**config.mk**
```make
export PLATFORM = sky130hd
export DESIGN_NAME = arq_window_sender_unit_flat
export DESIGN_NICKNAME = d
export VERILOG_FILES = /design/src/rtl/arq_ws_pkg.sv /design/src/rtl/arq_ws_ifs.sv /design/src/rtl/arq_ws_ctrl.sv /design/src/rtl/arq_ws_dp.sv /design/src/rtl/arq_window_sender_unit.sv /design/src/flat_wrapper.sv
export SDC_FILE = /design/constraint.sdc
export NUM_CORES = 1
export LEC_CHECK = 0
export BUFFER_PORTS_ARGS = -buffer_cell sky130_fd_sc_hd__buf_2
export CELL_PAD_IN_SITES_DETAIL_PLACEMENT = 0
export CELL_PAD_IN_SITES_GLOBAL_PLACEMENT = 1
export CORE_MARGIN = 1.5
export CORE_UTILIZATION = 49
export DETAILED_ROUTE_END_ITERATION = 7
export GPL_TIMING_DRIVEN = 0
export PLACE_DENSITY = 0.8
export SYNTH_ARGS = -nofsm -noshare
export SYNTH_HDL_FRONTEND = slang
export SYNTH_SLANG_ARGS = --single-unit
```
**constraint.sdc**
```tcl
create_clock -name i_clk -period 6.99 [get_ports i_clk]
set_input_delay 0.699 -clock i_clk [delete_from_list [all_inputs] [get_ports i_clk]]
set_output_delay 0.699 -clock i_clk [all_outputs]
set_load 0.005 [all_outputs]
```
**src/rtl/arq_ws_pkg.sv**
```systemverilog
package arq_ws_pkg;

    localparam int IDX_W = 16;
    localparam int ACK_W = 17;
    localparam int WIN_W = 5;
    localparam int REP_W = 2;

    localparam int unsigned MAX_WINDOW   = 20;
    localparam int unsigned START_WINDOW = 10;
    localparam int unsigned MAX_REPEATS  = 3;

    localparam logic [1:0] CMD_START   = 2'd0;
    localparam logic [1:0] CMD_REPLY   = 2'd1;
    localparam logic [1:0] CMD_TIMEOUT = 2'd2;

    localparam logic signed [ACK_W-1:0] NEG_ONE = '1;

    typedef enum logic [1:0] {
        PH_IDLE,
        PH_BATCH,
        PH_DRAIN,
        PH_TAIL
    } t_phase;

    typedef enum logic [2:0] {
        ST_IDLE,
        ST_EVAL,
        ST_WIN,
        ST_ADV,
        ST_TAIL,
        ST_BSET,
        ST_SINGLE,
        ST_BURST
    } t_state;

    // controller -> datapath
    typedef struct packed {
        logic capture;
        logic eval;
        logic win;
        logic adv;
        logic tail;
        logic bset;
        logic load_sgl;
        logic load_brst;
    } t_ctl;

    // datapath -> controller
    typedef struct packed {
        logic ev_close;
        logic ev_tail;
        logic sgl_pend;
        logic brst_pend;
        logic brst_last;
        logic out_free;
    } t_sts;

endpackage

```
**src/rtl/arq_ws_ifs.sv**
```systemverilog
interface arq_ws_in_if;
    import arq_ws_pkg::*;

    logic                    valid;
    logic                    ready;
    logic [1:0]              cmd;
    logic                    ack_ok;
    logic signed [ACK_W-1:0] ack_num;

    modport source (output valid, output cmd, output ack_ok, output ack_num, input ready);
    modport sink   (input valid, input cmd, input ack_ok, input ack_num, output ready);
endinterface

interface arq_ws_out_if;
    import arq_ws_pkg::*;

    logic             valid;
    logic             ready;
    logic [IDX_W-1:0] send_index;
    logic             final_packet;
    logic             last_of_run;
    logic             done_res;

    modport source (output valid, output send_index, output final_packet,
                    output last_of_run, output done_res, input ready);
    modport sink   (input valid, input send_index, input final_packet,
                    input last_of_run, input done_res, output ready);
endinterface

```
**src/rtl/arq_ws_ctrl.sv**
```systemverilog
module arq_ws_ctrl (
    input  logic             i_clk,
    input  logic             i_rst_n,
    input  logic             i_in_valid,
    output logic             o_in_ready,
    input  arq_ws_pkg::t_sts i_sts,
    output arq_ws_pkg::t_ctl o_ctl
);
    import arq_ws_pkg::*;

    t_state r_state;
    t_state n_state;

    always_ff @(posedge i_clk) begin
        if (!i_rst_n) begin
            r_state <= ST_IDLE;
        end else begin
            r_state <= n_state;
        end
    end

    always_comb begin
        n_state = r_state;
        unique case (r_state)
            ST_IDLE: begin
                if (i_in_valid) n_state = ST_EVAL;
            end
            ST_EVAL: begin
                if (i_sts.ev_close)     n_state = ST_WIN;
                else if (i_sts.ev_tail) n_state = ST_TAIL;
                else                    n_state = ST_BSET;
            end
            ST_WIN:  n_state = ST_ADV;
            ST_ADV:  n_state = ST_BSET;
            ST_TAIL: n_state = ST_BSET;
            ST_BSET: begin
                if (i_sts.sgl_pend)       n_state = ST_SINGLE;
                else if (i_sts.brst_pend) n_state = ST_BURST;
                else                      n_state = ST_IDLE;
            end
            ST_SINGLE: begin
                if (i_sts.out_free) n_state = i_sts.brst_pend ? ST_BURST : ST_IDLE;
            end
            ST_BURST: begin
                if (i_sts.out_free && i_sts.brst_last) n_state = ST_IDLE;
            end
            default: n_state = ST_IDLE;
        endcase
    end

    always_comb begin
        o_in_ready = 1'b0;
        o_ctl      = '0;
        unique case (r_state)
            ST_IDLE: begin
                o_in_ready    = 1'b1;
                o_ctl.capture = i_in_valid;
            end
            ST_EVAL:   o_ctl.eval      = 1'b1;
            ST_WIN:    o_ctl.win       = 1'b1;
            ST_ADV:    o_ctl.adv       = 1'b1;
            ST_TAIL:   o_ctl.tail      = 1'b1;
            ST_BSET:   o_ctl.bset      = 1'b1;
            ST_SINGLE: o_ctl.load_sgl  = i_sts.out_free;
            ST_BURST:  o_ctl.load_brst = i_sts.out_free;
            default: ;
        endcase
    end

endmodule

```
**src/rtl/arq_ws_dp.sv**
```systemverilog
module arq_ws_dp (
    input  logic                                i_clk,
    input  logic                                i_rst_n,
    input  logic                                i_cfg_wr_en,
    input  logic [arq_ws_pkg::IDX_W-1:0]        i_cfg_wr_data,
    input  logic [1:0]                          i_cmd,
    input  logic                                i_ack_ok,
    input  logic signed [arq_ws_pkg::ACK_W-1:0] i_ack_num,
    input  arq_ws_pkg::t_ctl                    i_ctl,
    output arq_ws_pkg::t_sts                    o_sts,
    input  logic                                i_out_ready,
    output logic                                o_out_valid,
    output logic [arq_ws_pkg::IDX_W-1:0]        o_send_index,
    output logic                                o_final_packet,
    output logic                                o_last_of_run,
    output logic                                o_done_res
);
    import arq_ws_pkg::*;

    // configuration
    logic [IDX_W-1:0] r_pkt_cnt;

    // captured beat
    logic [1:0]              r_cmd;
    logic                    r_ok;
    logic signed [ACK_W-1:0] r_ack;

    // transfer bookkeeping
    logic signed [ACK_W-1:0] r_acked,   n_acked;
    logic signed [ACK_W-1:0] r_sent,    n_sent;
    logic [WIN_W-1:0]        r_window,  n_window;
    logic signed [ACK_W-1:0] r_rep_idx, n_rep_idx;
    logic [REP_W-1:0]        r_rep_cnt, n_rep_cnt;
    logic [ACK_W-1:0]        r_fresh,   n_fresh;
    logic [WIN_W-1:0]        r_replies, n_replies;
    t_phase                  r_phase,   n_phase;

    // pending results
    logic             r_sgl_pend,  n_sgl_pend;
    logic             r_brst_pend, n_brst_pend;
    logic             r_sgl_done,  n_sgl_done;
    logic [IDX_W-1:0] r_sgl_idx,   n_sgl_idx;
    logic [IDX_W-1:0] r_cur,       n_cur;
    logic [IDX_W-1:0] r_last,      n_last;

    // output register
    logic             r_o_valid;
    logic [IDX_W-1:0] r_o_idx;
    logic             r_o_final;
    logic             r_o_last;
    logic             r_o_done;

    logic signed [ACK_W-1:0] nm1;
    logic signed [ACK_W:0]   nm1_x;
    logic signed [ACK_W-1:0] ack_cl;
    logic signed [ACK_W-1:0] acked_p1;
    logic                    acked_lt;
    logic                    dup;
    logic                    newer;
    logic [WIN_W-1:0]        replies_inc;
    logic signed [ACK_W:0]   ack_diff;
    logic [ACK_W:0]          fresh_sum;
    logic [WIN_W:0]          win_p1;
    logic [WIN_W:0]          step;
    logic signed [ACK_W:0]   sent_x;
    logic signed [ACK_W:0]   adv_x;
    logic                    adv_lt;
    logic signed [ACK_W:0]   first_x;
    logic signed [ACK_W:0]   lastc_x;
    logic signed [ACK_W:0]   last_x;
    logic                    sgl_final;
    logic                    cur_final;

    assign nm1   = $signed({1'b0, r_pkt_cnt}) - $signed(ACK_W'(1));
    assign nm1_x = {nm1[ACK_W-1], nm1};

    // ack number clamped to -1..N-1 on capture
    always_comb begin
        ack_cl = i_ack_num;
        if (i_ack_num < NEG_ONE) ack_cl = NEG_ONE;
        else if (i_ack_num > nm1) ack_cl = nm1;
    end

    assign acked_p1    = r_acked + $signed(ACK_W'(1));
    assign acked_lt    = r_acked < nm1;
    assign dup         = r_ok && (r_ack == r_acked) &&
                         ((r_ack != r_rep_idx) || (r_rep_cnt < REP_W'(MAX_REPEATS)));
    assign newer       = r_ok && (r_ack > r_acked);
    assign replies_inc = r_replies + WIN_W'(1);
    assign ack_diff    = {r_ack[ACK_W-1], r_ack} - {r_acked[ACK_W-1], r_acked};
    assign fresh_sum   = {1'b0, r_fresh} + unsigned'(ack_diff);

    // send mark advances by the window plus one per batch, at most half the maximum window
    assign win_p1  = {1'b0, r_window} + (WIN_W+1)'(1);
    assign step    = (win_p1 < (WIN_W+1)'(MAX_WINDOW / 2)) ? win_p1
                                                           : (WIN_W+1)'(MAX_WINDOW / 2);
    assign sent_x  = {r_sent[ACK_W-1], r_sent};
    assign adv_x   = sent_x + $signed({{(ACK_W-WIN_W){1'b0}}, step});
    assign adv_lt  = adv_x < nm1_x;
    assign first_x = sent_x + $signed((ACK_W+1)'(1));
    assign lastc_x = first_x + $signed({{(ACK_W+1-WIN_W){1'b0}}, r_window});
    assign last_x  = (lastc_x < nm1_x) ? lastc_x : nm1_x;

    assign sgl_final = !r_sgl_done && ($signed({1'b0, r_sgl_idx}) == nm1);
    assign cur_final = $signed({1'b0, r_cur}) == nm1;

    always_comb begin
        o_sts.ev_close  = 1'b0;
        o_sts.ev_tail   = 1'b0;
        if (r_phase == PH_BATCH) begin
            if (r_cmd == CMD_TIMEOUT) begin
                o_sts.ev_close = 1'b1;
            end else if (r_cmd == CMD_REPLY) begin
                o_sts.ev_close = (dup && !acked_lt) || (replies_inc >= r_window);
            end
        end else if (r_phase == PH_DRAIN) begin
            o_sts.ev_tail = r_cmd == CMD_TIMEOUT;
        end else if (r_phase == PH_TAIL) begin
            o_sts.ev_tail = (r_cmd == CMD_REPLY) || (r_cmd == CMD_TIMEOUT);
        end
        o_sts.sgl_pend  = r_sgl_pend;
        o_sts.brst_pend = r_brst_pend;
        o_sts.brst_last = r_cur == r_last;
        o_sts.out_free  = !r_o_valid || i_out_ready;
    end

    always_comb begin
        n_acked     = r_acked;
        n_sent      = r_sent;
        n_window    = r_window;
        n_rep_idx   = r_rep_idx;
        n_rep_cnt   = r_rep_cnt;
        n_fresh     = r_fresh;
        n_replies   = r_replies;
        n_phase     = r_phase;
        n_sgl_pend  = r_sgl_pend;
        n_brst_pend = r_brst_pend;
        n_sgl_done  = r_sgl_done;
        n_sgl_idx   = r_sgl_idx;
        n_cur       = r_cur;
        n_last      = r_last;

        if (i_ctl.eval) begin
            n_sgl_pend  = 1'b0;
            n_brst_pend = 1'b0;
            n_sgl_done  = 1'b0;
            case (r_cmd)
                CMD_START: begin
                    n_acked   = NEG_ONE;
                    n_sent    = NEG_ONE;
                    n_window  = WIN_W'(START_WINDOW);
                    n_rep_idx = NEG_ONE;
                    n_rep_cnt = '0;
                    n_fresh   = '0;
                    n_replies = '0;
                    if (r_pkt_cnt == '0) begin
                        n_phase    = PH_IDLE;
                        n_sgl_pend = 1'b1;
                        n_sgl_done = 1'b1;
                    end else begin
                        n_phase     = PH_BATCH;
                        n_brst_pend = 1'b1;
                    end
                end
                CMD_TIMEOUT: begin
                    if (r_phase == PH_BATCH && acked_lt) begin
                        n_rep_idx  = acked_p1;
                        n_sgl_pend = 1'b1;
                        n_sgl_idx  = acked_p1[IDX_W-1:0];
                    end
                end
                CMD_REPLY: begin
                    if (r_phase == PH_BATCH) begin
                        n_replies = replies_inc;
                        if (dup) begin
                            if (r_ack == r_rep_idx) begin
                                n_rep_cnt = r_rep_cnt + REP_W'(1);
                            end else begin
                                n_rep_cnt = '0;
                                n_rep_idx = r_ack;
                            end
                            if (acked_lt) begin
                                n_sgl_pend = 1'b1;
                                n_sgl_idx  = acked_p1[IDX_W-1:0];
                            end
                        end else if (newer) begin
                            n_fresh = fresh_sum[ACK_W-1:0];
                            n_acked = r_ack;
                        end
                    end else if (r_phase == PH_TAIL && newer) begin
                        n_acked = r_ack;
                    end
                end
                default: ;
            endcase
        end else if (i_ctl.tail) begin
            n_sgl_pend = 1'b1;
            if (acked_lt) begin
                n_phase    = PH_TAIL;
                n_sgl_done = 1'b0;
                n_sgl_idx  = acked_p1[IDX_W-1:0];
            end else begin
                n_phase    = PH_IDLE;
                n_sgl_done = 1'b1;
            end
        end else if (i_ctl.win) begin
            if (r_fresh == '0) begin
                n_window = WIN_W'(1);
            end else if (r_fresh > ACK_W'(MAX_WINDOW)) begin
                n_window = WIN_W'(MAX_WINDOW);
            end else begin
                n_window = r_fresh[WIN_W-1:0];
            end
        end else if (i_ctl.adv) begin
            if (adv_lt) begin
                n_sent      = adv_x[ACK_W-1:0];
                n_brst_pend = 1'b1;
                n_fresh     = '0;
                n_replies   = '0;
            end else begin
                n_sent  = nm1;
                n_phase = PH_DRAIN;
            end
        end else if (i_ctl.bset) begin
            n_cur  = first_x[IDX_W-1:0];
            n_last = last_x[IDX_W-1:0];
        end else if (i_ctl.load_brst) begin
            n_cur = r_cur + IDX_W'(1);
        end
    end

    always_ff @(posedge i_clk) begin
        if (!i_rst_n) begin
            r_pkt_cnt   <= IDX_W'(1);
            r_acked     <= NEG_ONE;
            r_sent      <= NEG_ONE;
            r_window    <= WIN_W'(START_WINDOW);
            r_rep_idx   <= NEG_ONE;
            r_rep_cnt   <= '0;
            r_fresh     <= '0;
            r_replies   <= '0;
            r_phase     <= PH_IDLE;
            r_sgl_pend  <= 1'b0;
            r_brst_pend <= 1'b0;
            r_sgl_done  <= 1'b0;
            r_o_valid   <= 1'b0;
        end else begin
            if (i_cfg_wr_en) r_pkt_cnt <= i_cfg_wr_data;
            r_acked     <= n_acked;
            r_sent      <= n_sent;
            r_window    <= n_window;
            r_rep_idx   <= n_rep_idx;
            r_rep_cnt   <= n_rep_cnt;
            r_fresh     <= n_fresh;
            r_replies   <= n_replies;
            r_phase     <= n_phase;
            r_sgl_pend  <= n_sgl_pend;
            r_brst_pend <= n_brst_pend;
            r_sgl_done  <= n_sgl_done;
            if (i_ctl.load_sgl || i_ctl.load_brst) begin
                r_o_valid <= 1'b1;
            end else if (i_out_ready) begin
                r_o_valid <= 1'b0;
            end
        end
    end

    always_ff @(posedge i_clk) begin
        r_sgl_idx <= n_sgl_idx;
        r_cur     <= n_cur;
        r_last    <= n_last;
        if (i_ctl.capture) begin
            r_cmd <= i_cmd;
            r_ok  <= i_ack_ok;
            r_ack <= ack_cl;
        end
        if (i_ctl.load_sgl) begin
            r_o_idx   <= r_sgl_done ? '0 : r_sgl_idx;
            r_o_final <= sgl_final;
            r_o_last  <= !r_brst_pend;
            r_o_done  <= r_sgl_done;
        end else if (i_ctl.load_brst) begin
            r_o_idx   <= r_cur;
            r_o_final <= cur_final;
            r_o_last  <= r_cur == r_last;
            r_o_done  <= 1'b0;
        end
    end

    assign o_out_valid    = r_o_valid;
    assign o_send_index   = r_o_idx;
    assign o_final_packet = r_o_final;
    assign o_last_of_run  = r_o_last;
    assign o_done_res     = r_o_done;

endmodule

```
**src/rtl/arq_window_sender_unit.sv**
```systemverilog
// Sender-side bookkeeping for a windowed, acknowledged packet transfer.
// Input channel i_in: one beat per event (cmd = start / reply / timeout,
// ack_ok, ack_num). Output channel o_out: one beat per packet index to send,
// or a single done beat; last_of_run marks the final beat caused by an event.
// i_cfg_wr_en / i_cfg_wr_data set the packet count; write only while idle.
// One event is worked at a time. After acceptance the controller steps through
// evaluation; then window resize and send-mark advance when a batch closes, or
// a tail step; then burst range setup. The results are then registered one per
// cycle through the output register while the receiver does not stall.
// i_in.ready rises again once the last result sits in the output register,
// so the next event may be taken while that beat waits.
// If the receiver stalls, the output register holds its beat and the burst
// pauses. Reset (synchronous, active low) clears the bookkeeping to idle,
// sets the packet count to one and drops o_out.valid.
module arq_window_sender_unit (
    input  logic                         i_clk,
    input  logic                         i_rst_n,
    input  logic                         i_cfg_wr_en,
    input  logic [arq_ws_pkg::IDX_W-1:0] i_cfg_wr_data,
    arq_ws_in_if.sink                    i_in,
    arq_ws_out_if.source                 o_out
);
    import arq_ws_pkg::*;

    t_ctl ctl;
    t_sts sts;

    arq_ws_ctrl u_ctrl (
        .i_clk      (i_clk),
        .i_rst_n    (i_rst_n),
        .i_in_valid (i_in.valid),
        .o_in_ready (i_in.ready),
        .i_sts      (sts),
        .o_ctl      (ctl)
    );

    arq_ws_dp u_dp (
        .i_clk          (i_clk),
        .i_rst_n        (i_rst_n),
        .i_cfg_wr_en    (i_cfg_wr_en),
        .i_cfg_wr_data  (i_cfg_wr_data),
        .i_cmd          (i_in.cmd),
        .i_ack_ok       (i_in.ack_ok),
        .i_ack_num      (i_in.ack_num),
        .i_ctl          (ctl),
        .o_sts          (sts),
        .i_out_ready    (o_out.ready),
        .o_out_valid    (o_out.valid),
        .o_send_index   (o_out.send_index),
        .o_final_packet (o_out.final_packet),
        .o_last_of_run  (o_out.last_of_run),
        .o_done_res     (o_out.done_res)
    );

endmodule

```
**src/flat_wrapper.sv**
```systemverilog
// flat-port wrapper written by rule: the top's interface ports become plain ports
module arq_window_sender_unit_flat import arq_ws_pkg::*;
  (i_clk, i_rst_n, i_cfg_wr_en, i_cfg_wr_data, i_in_valid, i_in_cmd, i_in_ack_ok, i_in_ack_num, i_in_ready, o_out_valid, o_out_send_index, o_out_final_packet, o_out_last_of_run, o_out_done_res, o_out_ready);
  arq_ws_in_if i_in_i ();
  arq_ws_out_if o_out_i ();
  input  logic i_clk;
  input  logic i_rst_n;
  input  logic i_cfg_wr_en;
  input  logic [arq_ws_pkg::IDX_W-1:0] i_cfg_wr_data;
  input wire logic [$bits(i_in_i.valid)-1:0] i_in_valid;
  input wire logic [$bits(i_in_i.cmd)-1:0] i_in_cmd;
  input wire logic [$bits(i_in_i.ack_ok)-1:0] i_in_ack_ok;
  input wire logic [$bits(i_in_i.ack_num)-1:0] i_in_ack_num;
  output wire logic [$bits(i_in_i.ready)-1:0] i_in_ready;
  output wire logic [$bits(o_out_i.valid)-1:0] o_out_valid;
  output wire logic [$bits(o_out_i.send_index)-1:0] o_out_send_index;
  output wire logic [$bits(o_out_i.final_packet)-1:0] o_out_final_packet;
  output wire logic [$bits(o_out_i.last_of_run)-1:0] o_out_last_of_run;
  output wire logic [$bits(o_out_i.done_res)-1:0] o_out_done_res;
  input wire logic [$bits(o_out_i.ready)-1:0] o_out_ready;
  assign i_in_i.valid = i_in_valid;
  assign i_in_i.cmd = i_in_cmd;
  assign i_in_i.ack_ok = i_in_ack_ok;
  assign i_in_i.ack_num = i_in_ack_num;
  assign i_in_ready = i_in_i.ready;
  assign o_out_valid = o_out_i.valid;
  assign o_out_send_index = o_out_i.send_index;
  assign o_out_final_packet = o_out_i.final_packet;
  assign o_out_last_of_run = o_out_i.last_of_run;
  assign o_out_done_res = o_out_i.done_res;
  assign o_out_i.ready = o_out_ready;
  arq_window_sender_unit u_core (.i_clk(i_clk), .i_rst_n(i_rst_n), .i_cfg_wr_en(i_cfg_wr_en), .i_cfg_wr_data(i_cfg_wr_data), .i_in(i_in_i), .o_out(o_out_i));
endmodule
```
==> results of run 1 <==
==> where the power goes <==
part / switching [mW] / internal (mW) / leakage (nW) / total [mW]
Combinational: 0.600 / 0.375 / 4.96 / 0.975
Sequential: 0.0880 / 1.28 / 1.66 / 1.37
Clock: 0.514 / 0.497 / 0.284 / 1.01
==> state kept, by name, indices dropped and copies added, names as in the netlist, 3 cells and up <==
| register | flops |
|---|---|
| u_core.u_ctrl.r_state | 3 |
| u_core.u_dp.o_send_index | 16 |
| u_core.u_dp.r_ack | 17 |
| u_core.u_dp.r_acked | 17 |
| u_core.u_dp.r_cur | 16 |
| u_core.u_dp.r_fresh | 17 |
| u_core.u_dp.r_last | 16 |
| u_core.u_dp.r_pkt_cnt | 16 |
| u_core.u_dp.r_rep_idx | 17 |
| u_core.u_dp.r_replies | 5 |
| u_core.u_dp.r_sent | 17 |
| u_core.u_dp.r_sgl_idx | 16 |
| u_core.u_dp.r_window | 5 |
==> worst max-delay path, cell delays in order, from the launching register on <==
cell,delay [ns]
sky130_fd_sc_hd__dfxtp_1,0.30
sky130_fd_sc_hd__buf_2,0.22
sky130_fd_sc_hd__inv_1,0.25
sky130_fd_sc_hd__ha_1,0.30
sky130_fd_sc_hd__nand3b_1,0.21
sky130_fd_sc_hd__nor2_1,0.81
sky130_fd_sc_hd__nand2_1,0.15
sky130_fd_sc_hd__xnor2_1,0.72
sky130_fd_sc_hd__inv_1,0.53
sky130_fd_sc_hd__ha_1,0.44
sky130_fd_sc_hd__nand3_1,0.08
sky130_fd_sc_hd__or2_2,0.33
sky130_fd_sc_hd__a2111oi_0,0.57
sky130_fd_sc_hd__nor3_2,0.19
sky130_fd_sc_hd__o221ai_1,0.53
sky130_fd_sc_hd__buf_2,0.36
sky130_fd_sc_hd__and2_1,0.24
sky130_fd_sc_hd__a22o_1,0.16
==> area by class of cell <==
cell class | instances | area (sq um)
inverters | 131 | 492
well taps | 390 | 488
flip-flops and latches | 192 | 4710
diodes | 1 | 2.50
plain buffers | 76 | 295
clock inverters | 14 | 135
clock buffers | 18 | 450
repair buffers | 62 | 323
multi-input cells | 1259 | 9270
fillers | 2789 | 13500
==> kinds of logic after synthesis <==
kind of cell,count (synthesis),share of synthesized area [%]
adders and majority gates,147,13.4
and+or+nand+nor,532,19.0
AOI/OAI and AO/OA,333,14.8
DFF,192,32.0
muxes,77,5.46
xor gates and xnor gates,168,10.0
buffers and inverters,207,5.34
other,1,0.0255
==> cells in the final DEF (no fill, tap or decap), types with 7 or more instances in the layout <==
master,n
sky130_fd_sc_hd__a211oi_1,15
sky130_fd_sc_hd__a21boi_0,10
sky130_fd_sc_hd__a21o_1,31
sky130_fd_sc_hd__a21oi_1,69
sky130_fd_sc_hd__a221oi_1,19
sky130_fd_sc_hd__a31oi_1,9
sky130_fd_sc_hd__and2_1,17
sky130_fd_sc_hd__and3_1,29
sky130_fd_sc_hd__buf_2,68
sky130_fd_sc_hd__clkbuf_1,65
sky130_fd_sc_hd__clkbuf_16,18
sky130_fd_sc_hd__dfxtp_1,105
sky130_fd_sc_hd__edfxtp_1,87
sky130_fd_sc_hd__fa_1,18
sky130_fd_sc_hd__ha_1,128
sky130_fd_sc_hd__inv_1,130
sky130_fd_sc_hd__mux2_2,27
sky130_fd_sc_hd__mux2i_1,50
sky130_fd_sc_hd__nand2_1,139
sky130_fd_sc_hd__nand2b_1,7
sky130_fd_sc_hd__nand3_1,48
sky130_fd_sc_hd__nand3b_1,20
sky130_fd_sc_hd__nand4_1,30
sky130_fd_sc_hd__nor2_1,78
sky130_fd_sc_hd__nor2b_1,57
sky130_fd_sc_hd__nor3_1,41
sky130_fd_sc_hd__nor4_1,24
sky130_fd_sc_hd__o211ai_1,24
sky130_fd_sc_hd__o21a_1,18
sky130_fd_sc_hd__o21ai_0,78
sky130_fd_sc_hd__o22ai_1,7
sky130_fd_sc_hd__o31ai_1,12
sky130_fd_sc_hd__or3_1,8
sky130_fd_sc_hd__xnor2_1,97
sky130_fd_sc_hd__xor2_1,67
==> repair_timing <==
item	CTS	global route
setup endpoints to repair	4	2
gates cloned	0	0
pin swaps	0	0
gates resized for setup	1	1
==> final timing paths <==
path | startpoint | cells past startpoint | endpoint | slack [ns]
worst min register to register | u_core.u_dp.r_rep_cnt[1]$_SDFFE_PN0P_ | 2 | u_core.u_dp.r_rep_cnt[1]$_SDFFE_PN0P_ | 0.47
worst max-delay path | u_core.u_dp.r_pkt_cnt[0]$_SDFFE_PN1P_ | 17 | u_core.u_dp.r_fresh[15]$_SDFFE_PN0P_ | 0.54
worst max register to register | u_core.u_dp.r_pkt_cnt[0]$_SDFFE_PN1P_ | 17 | u_core.u_dp.r_fresh[15]$_SDFFE_PN0P_ | 0.54
worst min-delay path | i_in_cmd[1] | 1 | u_core.u_dp.r_cmd[1]$_DFFE_PP_ | 0.41
==> through the flow <==
stage | hold WS, ns | setup TNS [ns] | area, sq um | power, mW
after global placement | 0.442 | -2.33 | 15500 | 2.32
after CTS | 0.396 | 0 | 16200 | 3.34
after detailed placement | 0.448 | -0.0689 | 15600 | 2.34
after global routing | 0.405 | 0 | 16200 | 3.50
final | 0.409 | 0 | 16200 | 3.35
after floorplan | 0.428 | 0 | 14700 | 2.04
==> synth_stat cells, drive strengths merged (43+ instances only) <==
master | number | area (sq um)
nand2 | 140 | 533
inv | 131 | 492
ha | 128 | 1600
dfxtp | 105 | 2100
xnor2 | 99 | 867
edfxtp | 87 | 2610
o21ai | 80 | 400
nor2 | 79 | 297
a21oi | 70 | 350
xor2 | 69 | 612
clkbuf | 65 | 244
nor2b | 57 | 357
mux2i | 50 | 500
nand3 | 48 | 240
nor3 | 43 | 226
==> per-layer routing <==
metal	vias to the layer above	share of wire (%)	wire (um)	track usage [%]
li1	6078	-	-	-
met1	6229	47	21200	41.1
met2	399	47	21200	49.1
met3	44	5.2	2370	3.55
met4	0	1.5	690	7.38
met5	-	0	0	0
==> impl_summary.md, run 1 <==
Timing
The number of slew-limit violations in the final report is 1. The final setup slack of the worst path is 0.542 ns. Derived from the worst setup path, the maximum achievable clock frequency is 155 MHz. The shortest clock period the worst path allows after layout is 6.45 ns. The final setup skew is 0.0128 ns.

Setup repair after global routing left no endpoint under its margin. The hold violation count in the final report is 0. The actual transition at the worst max-transition pin is 1.49 ns. Headroom to the max-slew limit came out at -0.133%.

The final critical path takes up 92.3% of the cycle. Setup violations remaining at the end of the flow were counted as 0.

Route
The number of vias after detailed routing is 12800. After detailed routing, the average wire length per cell comes to 21.2 um. The count of routing violations after the opening detailed-route iteration is 1198. The count of nets left with antenna violations once routing finished came out at 0.

The first-pass iteration count of the detailed router is 5. The via density per instance is 5.95. The routed design has 45400 um of wire.

The DRC violation count after routing is 0.

Die
The die height is 176 um. In this run the count of I/O pins placed on the die edge is 62. The standard-cell row count is 63. The total core area is 29600 sq um. From left edge to right edge, the die measures 176 um.

The initial utilization of the core area, before any placement, comes to 49.7%. The die outline area is 31100 sq um.

Layout
Cells fill 54.6% of the core in the end. The area added between synthesis and finish is 9.82%. The number of non-filler instances in the completed layout is 2143. The number of nets in the final layout is 1926. The share of final-layout standard cells stronger than drive strength 1 is 8.85%.

Placed design
Routability-driven placement finished with a final weighted congestion of 0.905. Detailed placement ended at an HPWL of 35500 um. The quantity of I/O buffers inserted on ports is 60. The worst slack at placement is -0.0504 ns.

The total placed cells including tap cells is 2110.

Critical path
STA classifies the critical path startpoint as a flip-flop. The worst-path maximum fanout is 10. The category of the worst setup path capture point is a flip-flop. The kind of critical path is flip-flop to flip-flop. STA puts the critical path data required time at 7.39 ns.

The critical path arrival is 6.85 ns.

Clock network
The total clock sinks is 192. The clock tree from TritonCTS is yes. Buffers added to address setup during post-CTS repair amount to 0. The clock-pin transition on the worst setup and hold timing paths is 0.08 ns. Clock tree synthesis inserted a total of 17 buffers. The clock latency of the later-clocked register in the worst-skew pair is 0.46 ns.

The H-tree was split into 4 levels. Hold repair after CTS inserted 0 buffers. Clock tree synthesis selected as its root buffer the cell sky130_fd_sc_hd__clkbuf_16. The deepest clock path buffer count is 2.

Power and ir drop
Across the VDD grid, the largest voltage drop is 0.173 mV. The standby leakage power is 6.90 nW. The areal power density over the cells is 207 nW/um^2.

Synthesis
For this run, the register share of the synthesized area comes to 32.0%. Among all flip-flop cells after synthesis, the most frequent one is sky130_fd_sc_hd__dfxtp_1. The total of warnings raised by yosys is 0. The number of instances in the synthesized netlist is 1657. The count of cell types in the netlist is 75. For this run, asynchronously set or reset flops after synthesis account for 0%. The flip-flop and latch count after synthesis is 192.

The number of enable flip-flop cells after synthesis is 87. The cell area after technology mapping is 14700 sq um. The average footprint of a synthesized cell is 8.89 sq um.

Run status
The run finished, with violations left. The final reports fail on capacitance limit, slew limit.

Global routing
The initial antenna violation count is 1. The maximum number of pins on one net before global-route repair is 21. The number of global-route vias before repair is 12300. The first-pass GRT wire length is 70200 um. The remaining global-route overflow is 0. The overall track demand over capacity in global routing is 29.7%.

Job
The max-capacitance violation count is 1.

Min path
In this run the worst hold path is classified as primary input to flip-flop.
Note: power is estimated with default switching activity, not from simulation.
==> run 2: changes to the inputs <==
--- a/config.mk
+++ b/config.mk
@@ -5,12 +5,12 @@
 export SDC_FILE = /design/constraint.sdc
 export NUM_CORES = 1
 export LEC_CHECK = 0
-export BUFFER_PORTS_ARGS = -buffer_cell sky130_fd_sc_hd__buf_2
 export CELL_PAD_IN_SITES_DETAIL_PLACEMENT = 0
 export CELL_PAD_IN_SITES_GLOBAL_PLACEMENT = 1
-export CORE_MARGIN = 1.5
-export CORE_UTILIZATION = 49
+export CORE_MARGIN = 2
+export CORE_UTILIZATION = 51
 export DETAILED_ROUTE_END_ITERATION = 7
+export DONT_BUFFER_PORTS = 1
 export GPL_TIMING_DRIVEN = 0
 export PLACE_DENSITY = 0.8
 export SYNTH_ARGS = -nofsm -noshare
==> impl_summary.md, run 2 (synthesized netlist as in run 1, its figures left out) <==
Run status
The flow ran to the end, and the final reports show no timing, DRC or antenna violations.

Timing
The final setup skew came to 0.0211 ns (+0.00829 ns). The number of slew-limit violations in the final report is 0 (-1). The hold violation count in the final report is 0 (unchanged). The post-route worst hold slack is 0.336 ns (-0.0734 ns). The shortest clock period the worst path allows after layout is 6.47 ns (+0.0187 ns). The actual transition at the worst max-transition pin is 1.43 ns (-0.0647 ns). The total of endpoints with negative setup slack in the final report is 0 (unchanged). The final clock period utilization by the worst path is 92.5% (+0.27 points). The normalized max-slew margin came to 4.57% (+4.7 points). The fmax is 155 MHz (-0.29%). Setup repair after global routing left no endpoint under its margin.

Route
The DRC violation count after routing is 0 (unchanged). The routed wirelength normalized by instance count is 21.5 um (+1.3%). The first-pass iteration count of the detailed router is 6 (+1).

The post-detailed-route count of antenna-violating nets is 0 (unchanged). The detailed-route wire length was 44600 um (-1.8%). The count of routing violations after the opening detailed-route iteration was 1311 (+9.4%). The via density per instance is 6.04 (+1.5%).

The number of vias after detailed routing came to 12500 (-1.6%).

Die
The die outline area is 30300 sq um (-2.7%). The initial cell density of the core is 51.6% (+1.9 points). The total core area is 28500 sq um (-3.7%). The total I/O pin count is 62 (unchanged).

The die height came to 174 um (-1.4%). The standard-cell row count is 62 (-1.6%). The die width is 174 um (-1.4%).

Global routing
The remaining global-route overflow is 0 (unchanged). The initial antenna violation count came to 0 (-1). The maximum number of pins on one net before global-route repair was 21 (unchanged).

The overall track demand over capacity in global routing is 29.8% (+0.14 points). The first-pass GRT wire length is 69600 um (-0.98%). The number of global-route vias before repair was 12100 (-1.9%).

Placed design
The global placer's final weighted congestion is 0.898 (-0.84%). The sum of net half-perimeters after detailed placement is 35400 um (-0.38%). The quantity of I/O buffers inserted on ports is 0 (-100%).

Layout
The most frequent standard cell in the layout excluding fill and tap cells is sky130_fd_sc_hd__nand2_1. The antenna diode count is 0 (-1). The number of nets in the final layout came to 1868 (-3.0%). Leaving out fill and tap cells, the most frequent cells in the layout are sky130_fd_sc_hd__nand2_1, sky130_fd_sc_hd__inv_1, sky130_fd_sc_hd__ha_1. From synthesis to final layout, the design area changed by 7.59%. The share of final-layout standard cells stronger than drive strength 1 is 5.43% (-3.4 points).

Clock network
The total clock sinks is 192 (unchanged). The clock tree root buffer cell is sky130_fd_sc_hd__clkbuf_16. The clock-pin transition on the worst setup and hold timing paths is 0.07 ns (about the same). The CTS H-tree depth is 4 (unchanged). The count of hold-fix buffers inserted at cts is 0 (unchanged). TritonCTS built the clock tree. The deepest clock path buffer count is 2 (unchanged). The number of clock buffers inserted by TritonCTS is 17 (unchanged). The clock latency of the later-clocked register in the worst-skew pair is 0.47 ns (about the same).

Critical path
The endpoint required time on the critical path was 7.37 ns (-0.02 ns). The kind of start point of the critical path is a flip-flop. The kind of critical path is flip-flop to flip-flop. The setup slack of the most critical reg-to-reg path was 0.52 ns (-0.02 ns). The category of the worst setup path capture point is a flip-flop.

The worst-path maximum fanout is 10 (unchanged). The critical path arrival is 6.85 ns (about the same).

Power and ir drop
The power consumption was 3.30 mW (-1.6%). The standby leakage power is 6.65 nW (-3.6%). The maximum vdd drop is 0.178 mV (+2.8%). The areal power density over the cells is 208 nW/um^2 (+0.43%).

Min path
The class of the most critical hold timing path is primary input to flip-flop.

Job
The max-capacitance violation count is 0 (-1).
## run 2: what timing repair did
action,4_1_cts,5_1_grt
endpoints found under the setup margin,6,4
buffers inserted,0,0
resized for setup,1,1
## run 2: metrics by stage
step	setup WS, ns	instances	util, %	setup TNS (ns)	cell area, sq um
after floorplan	1.75	1658	-	0	14700
after global placement	-0.176	2042	53.3	-2.80	15200
after detailed placement	-0.0302	2046	53.5	-0.0379	15300
after CTS	0.280	2078	55.5	0	15800
after global routing	0.225	2078	55.5	0	15800
final	0.523	2078	55.5	0	15800
## run 2: final timing paths
path	to	depth (start not counted)	from
setup reg to reg	u_core.u_dp.r_fresh[12]$_SDFFE_PN0P_	24	u_core.u_dp.r_window[1]$_SDFFE_PN1P_
hold / removal	u_core.u_dp.r_ok$_DFFE_PP_	0	i_in_ack_ok
setup / recovery	u_core.u_dp.r_fresh[12]$_SDFFE_PN0P_	24	u_core.u_dp.r_window[1]$_SDFFE_PN1P_
hold reg to reg	u_core.u_dp.r_rep_cnt[1]$_SDFFE_PN0P_	2	u_core.u_dp.r_rep_cnt[1]$_SDFFE_PN0P_
## run 2: cell type report
| cell class | instances | area, sq um |
|---|---|---|
| inverters | 131 | 492 |
| plain buffers | 76 | 295 |
| well taps | 384 | 480 |
| repair buffers | 4 | 48.8 |
| multi-input cells | 1259 | 9250 |
| fillers | 2689 | 12700 |
| clock inverters | 13 | 121 |
| clock buffers | 19 | 443 |
| flip-flops and latches | 192 | 4710 |
## run 2: power breakdown
part           switching [mW]  total (mW)  internal, mW
Clock                   0.496       0.976         0.480
Combinational           0.592       0.960         0.368
Sequential             0.0841        1.36          1.28
Total                    1.17        3.30          2.13
## run 2: critical path, cell delays in order (launching register included)
cell                        delay, ns
sky130_fd_sc_hd__dfxtp_1         0.46
sky130_fd_sc_hd__inv_1           0.19
sky130_fd_sc_hd__nor3_1          0.41
sky130_fd_sc_hd__nand3_1         0.12
sky130_fd_sc_hd__o21ai_0         0.09
sky130_fd_sc_hd__nand2_1         0.13
sky130_fd_sc_hd__o21a_1          0.15
sky130_fd_sc_hd__or2_2           0.30
sky130_fd_sc_hd__ha_1            0.28
sky130_fd_sc_hd__a21o_1          0.11
sky130_fd_sc_hd__a21oi_1         0.10
sky130_fd_sc_hd__o21a_1          0.22
sky130_fd_sc_hd__nor4_2          0.66
sky130_fd_sc_hd__nand3_1         0.17
sky130_fd_sc_hd__xnor2_1         0.25
sky130_fd_sc_hd__ha_1            0.29
sky130_fd_sc_hd__a21o_1          0.18
sky130_fd_sc_hd__a21o_1          0.18
sky130_fd_sc_hd__a21oi_1         0.18
sky130_fd_sc_hd__o2111ai_1       0.21
sky130_fd_sc_hd__nor3_2          0.46
sky130_fd_sc_hd__o221ai_1        0.35
sky130_fd_sc_hd__buf_2           0.31
sky130_fd_sc_hd__or3_1           0.39
sky130_fd_sc_hd__a21boi_0        0.19
## run 2: metal layers
metal | global-route usage [%] | vias to the layer above | part of all wire [%]
met5 | 0 | - | 0
met4 | 8.33 | 0 | 2.3
met3 | 5.29 | 59 | 6.9
met2 | 47.0 | 442 | 45
met1 | 42.1 | 6068 | 46
li1 | - | 5977 | -
==> run 3: changes to the inputs <==
--- a/config.mk
+++ b/config.mk
@@ -7,6 +7,7 @@
 export LEC_CHECK = 0
 export CELL_PAD_IN_SITES_DETAIL_PLACEMENT = 0
 export CELL_PAD_IN_SITES_GLOBAL_PLACEMENT = 1
+export CORE_ASPECT_RATIO = 1.2
 export CORE_MARGIN = 2
 export CORE_UTILIZATION = 51
 export DETAILED_ROUTE_END_ITERATION = 7
==> impl_summary.md, run 3 (synthesized netlist as in run 1, its figures left out) <==
Run status
The flow ran to the end, but the final reports show violations. The checks that failed: capacitance limit, slew limit.

Critical path
The worst setup path is launched from a flip-flop. The kind of critical path is flip-flop to flip-flop. The setup slack of the most critical reg-to-reg path came to 0.46 ns (-0.07 ns). The category of the worst setup path capture point is a flip-flop.

The critical path arrival was 6.91 ns (+0.06 ns). The number of cells on the worst reg-to-reg path was 24 (unchanged). The endpoint of the lowest-slack register-to-register path is u_core.u_dp.r_fresh[12]$_SDFFE_PN0P_. The endpoint required time on the critical path is 7.36 ns (about the same).

The startpoint identified for the worst register-to-register timing path is u_core.u_dp.r_window[1]$_SDFFE_PN1P_. The worst-path maximum fanout came to 10 (unchanged).

Layout
The area added between synthesis and finish is 7.91%. Leaving out fill and tap cells, the most frequent cells in the layout are sky130_fd_sc_hd__nand2_1, sky130_fd_sc_hd__inv_1, sky130_fd_sc_hd__ha_1. The area of combinational cells with multiple inputs came to 9300 sq um (+0.47%).

The number of nets in the final layout is 1868 (unchanged). The library cell used most frequently in the layout, excluding fill and tap cells, is sky130_fd_sc_hd__nand2_1. The register area came to 4710 sq um (unchanged). The fraction of the core area covered by cells at the end of the flow is 55.6% (+0.084 points). The share of final-layout standard cells stronger than drive strength 1 came to 5.79% (+0.35 points). The count of filler cells inserted in the layout came to 2721 (+1.2%).

Timing
The total of endpoints with negative setup slack in the final report was 0 (unchanged). The number of slew-limit violations in the final report came to 16 (+16). The normalized max-slew margin is -4.44% (-9.0 points). The final setup skew is 0.0112 ns (-0.00981 ns). The shortest clock period the worst path allows after layout was 6.53 ns (+0.0676 ns). The hold violation count in the final report is 0 (unchanged). The setup TNS was 0 ns (unchanged). The final clock period utilization by the worst path is 93.5% (+0.97 points). The fmax came to 153 MHz (-1.0%). Setup repair after global routing left no endpoint under its margin. The actual transition at the worst max-transition pin is 1.56 ns (+0.135 ns). The final setup slack of the worst path came to 0.455 ns (-0.0676 ns).

Power and ir drop
The standby leakage power is 6.67 nW (+0.29%). The areal power density over the cells is 207 nW/um^2 (-0.57%). The maximum vdd drop is 0.124 mV (-30%).

Clock network
The number of clock buffers inserted by TritonCTS came to 17 (unchanged). The clock latency of the later-clocked register in the worst-skew pair is 0.45 ns (-0.02 ns). The total clock sinks was 192 (unchanged).

The root buffer cell chosen for the clock tree is sky130_fd_sc_hd__clkbuf_16. The clock-pin transition on the worst setup and hold timing paths is 0.08 ns (about the same). TritonCTS built the clock tree. The deepest clock path buffer count is 2 (unchanged).

The CTS H-tree depth is 4 (unchanged).

Global routing
The initial antenna violation count is 2 (+2). The remaining global-route overflow was 0 (unchanged). The first-pass GRT wire length came to 68900 um (-0.91%). The number of global-route vias before repair is 12100 (-0.083%). The maximum number of pins on one net before global-route repair was 21 (unchanged).

The overall track demand over capacity in global routing is 29.9% (+0.047 points).

Route
The DRC violation count after routing is 0 (unchanged). The routed wirelength normalized by instance count was 21.8 um (+1.3%). The via density per instance is 5.96 (-1.3%).

The number of vias after detailed routing is 12400 (-1.1%). The first-pass iteration count of the detailed router is 6 (unchanged). The detailed-route wire length is 45300 um (+1.4%).

The post-detailed-route count of antenna-violating nets is 0 (unchanged). The count of routing violations after the opening detailed-route iteration is 849 (-35%).

Placed design
The worst slack at placement is 0.314 ns (+0.344 ns). The quantity of I/O buffers inserted on ports is 0 (unchanged). The global placer's final weighted congestion came to 0.899 (+0.18%). The sum of net half-perimeters after detailed placement is 35400 um (+0.23%).

Die
The total I/O pin count is 62 (unchanged). The die height is 190 um (+9.3%). The initial cell density of the core is 51.5% (-0.072 points). The die width is 159 um (-8.5%).

The standard-cell row count is 68 (+9.7%). The die outline area is 30300 sq um (about the same). The total core area is 28600 sq um (+0.14%).

Min path
The worst hold path begins at i_in_ack_ok. The class of the most critical hold timing path is primary input to flip-flop. The cell count of the worst hold path is 0 (unchanged). The worst hold path endpoint is u_core.u_dp.r_ok$_DFFE_PP_.

Job
The max-capacitance violation count is 3 (+3).
## run 3: cell types whose count changed in the layout (fill, tap and decap cells not counted), sizes merged
cell	before	now
clkinv	4	6
clkinvlp	2	1
diode	0	2
clkbuf	84	83
## run 3: where the power goes
group	internal [mW]	leakage, nW	switching (mW)
clock network	0.477	0.276	0.486
registers	1.28	1.66	0.0915
logic	0.371	4.74	0.586
## run 3: worst max path at each step
stage               slack (ns)                                   end                             startpoint  cells after the start
detailed placement        0.31  u_core.u_dp.r_fresh[12]$_SDFFE_PN0P_   u_core.u_dp.r_window[1]$_SDFFE_PN1P_                     24
CTS                       0.23  u_core.u_dp.r_fresh[12]$_SDFFE_PN0P_   u_core.u_dp.r_window[1]$_SDFFE_PN1P_                     24
finish                    0.46  u_core.u_dp.r_fresh[12]$_SDFFE_PN0P_   u_core.u_dp.r_window[1]$_SDFFE_PN1P_                     24
global placement          0.10    u_core.u_dp.r_sgl_idx[7]$_DFFE_PP_  u_core.u_dp.r_pkt_cnt[0]$_SDFFE_PN1P_                     16
global route               0.1  u_core.u_dp.r_fresh[10]$_SDFFE_PN0P_   u_core.u_dp.r_window[1]$_SDFFE_PN1P_                     24
floorplan                 1.75  u_core.u_dp.r_fresh[16]$_SDFFE_PN0P_   u_core.u_dp.r_window[0]$_SDFFE_PN0P_                     22
## run 3: area by class of cell
class	count	area share (%)
diodes	2	0.0315
plain buffers	76	1.86
clock buffers	18	2.76
clock inverters	14	0.764
inverters	131	3.09
multi-input cells	1259	58.5
flip-flops and latches	192	29.7
well taps	385	3.03
repair buffers	4	0.307
## run 3: timing repair
item                                    in CTS  in global routing
buffers inserted                             0                  0
endpoints found under the setup margin       0                 10
hold buffers                                 0                  0
gates resized for setup                      0                  1
## run 3: critical path, stage by stage, from the launching register on
cell	delay [ns]
sky130_fd_sc_hd__dfxtp_1	0.44
sky130_fd_sc_hd__inv_1	0.16
sky130_fd_sc_hd__nor3_1	0.33
sky130_fd_sc_hd__nand3_1	0.11
sky130_fd_sc_hd__o21ai_0	0.09
sky130_fd_sc_hd__nand2_1	0.11
sky130_fd_sc_hd__o21a_1	0.14
sky130_fd_sc_hd__or2_2	0.31
sky130_fd_sc_hd__ha_1	0.28
sky130_fd_sc_hd__a21o_1	0.11
sky130_fd_sc_hd__a21oi_1	0.10
sky130_fd_sc_hd__o21a_1	0.21
sky130_fd_sc_hd__nor4_2	0.66
sky130_fd_sc_hd__nand3_1	0.18
sky130_fd_sc_hd__xnor2_1	0.28
sky130_fd_sc_hd__ha_1	0.31
sky130_fd_sc_hd__a21o_1	0.19
sky130_fd_sc_hd__a21o_1	0.18
sky130_fd_sc_hd__a21oi_1	0.20
sky130_fd_sc_hd__o2111ai_1	0.18
sky130_fd_sc_hd__nor3_1	0.67
sky130_fd_sc_hd__o221ai_1	0.36
sky130_fd_sc_hd__buf_2	0.29
sky130_fd_sc_hd__or3_1	0.38
sky130_fd_sc_hd__a21boi_0	0.17
## run 3: stage by stage
step	cell area, sq um	std cells	hold WS (ns)	power (mW)
after CTS	15900	2079	0.327	3.29
after floorplan	14700	1658	0.428	2.04
after global routing	15900	2081	0.328	3.45
after detailed placement	15300	2047	0.470	2.33
after global placement	15200	2043	0.442	2.31
final	15900	2081	0.340	3.29
## run 3: metal layers
metal / vias up / share of wire [%] / global-route usage [%]
met2: 374 / 51 / 53.2
met1: 5974 / 41 / 36.0
li1: 5960 / - / -
met3: 95 / 4.9 / 3.97
met4: 0 / 3.9 / 13.5
met5: - / 0 / 0
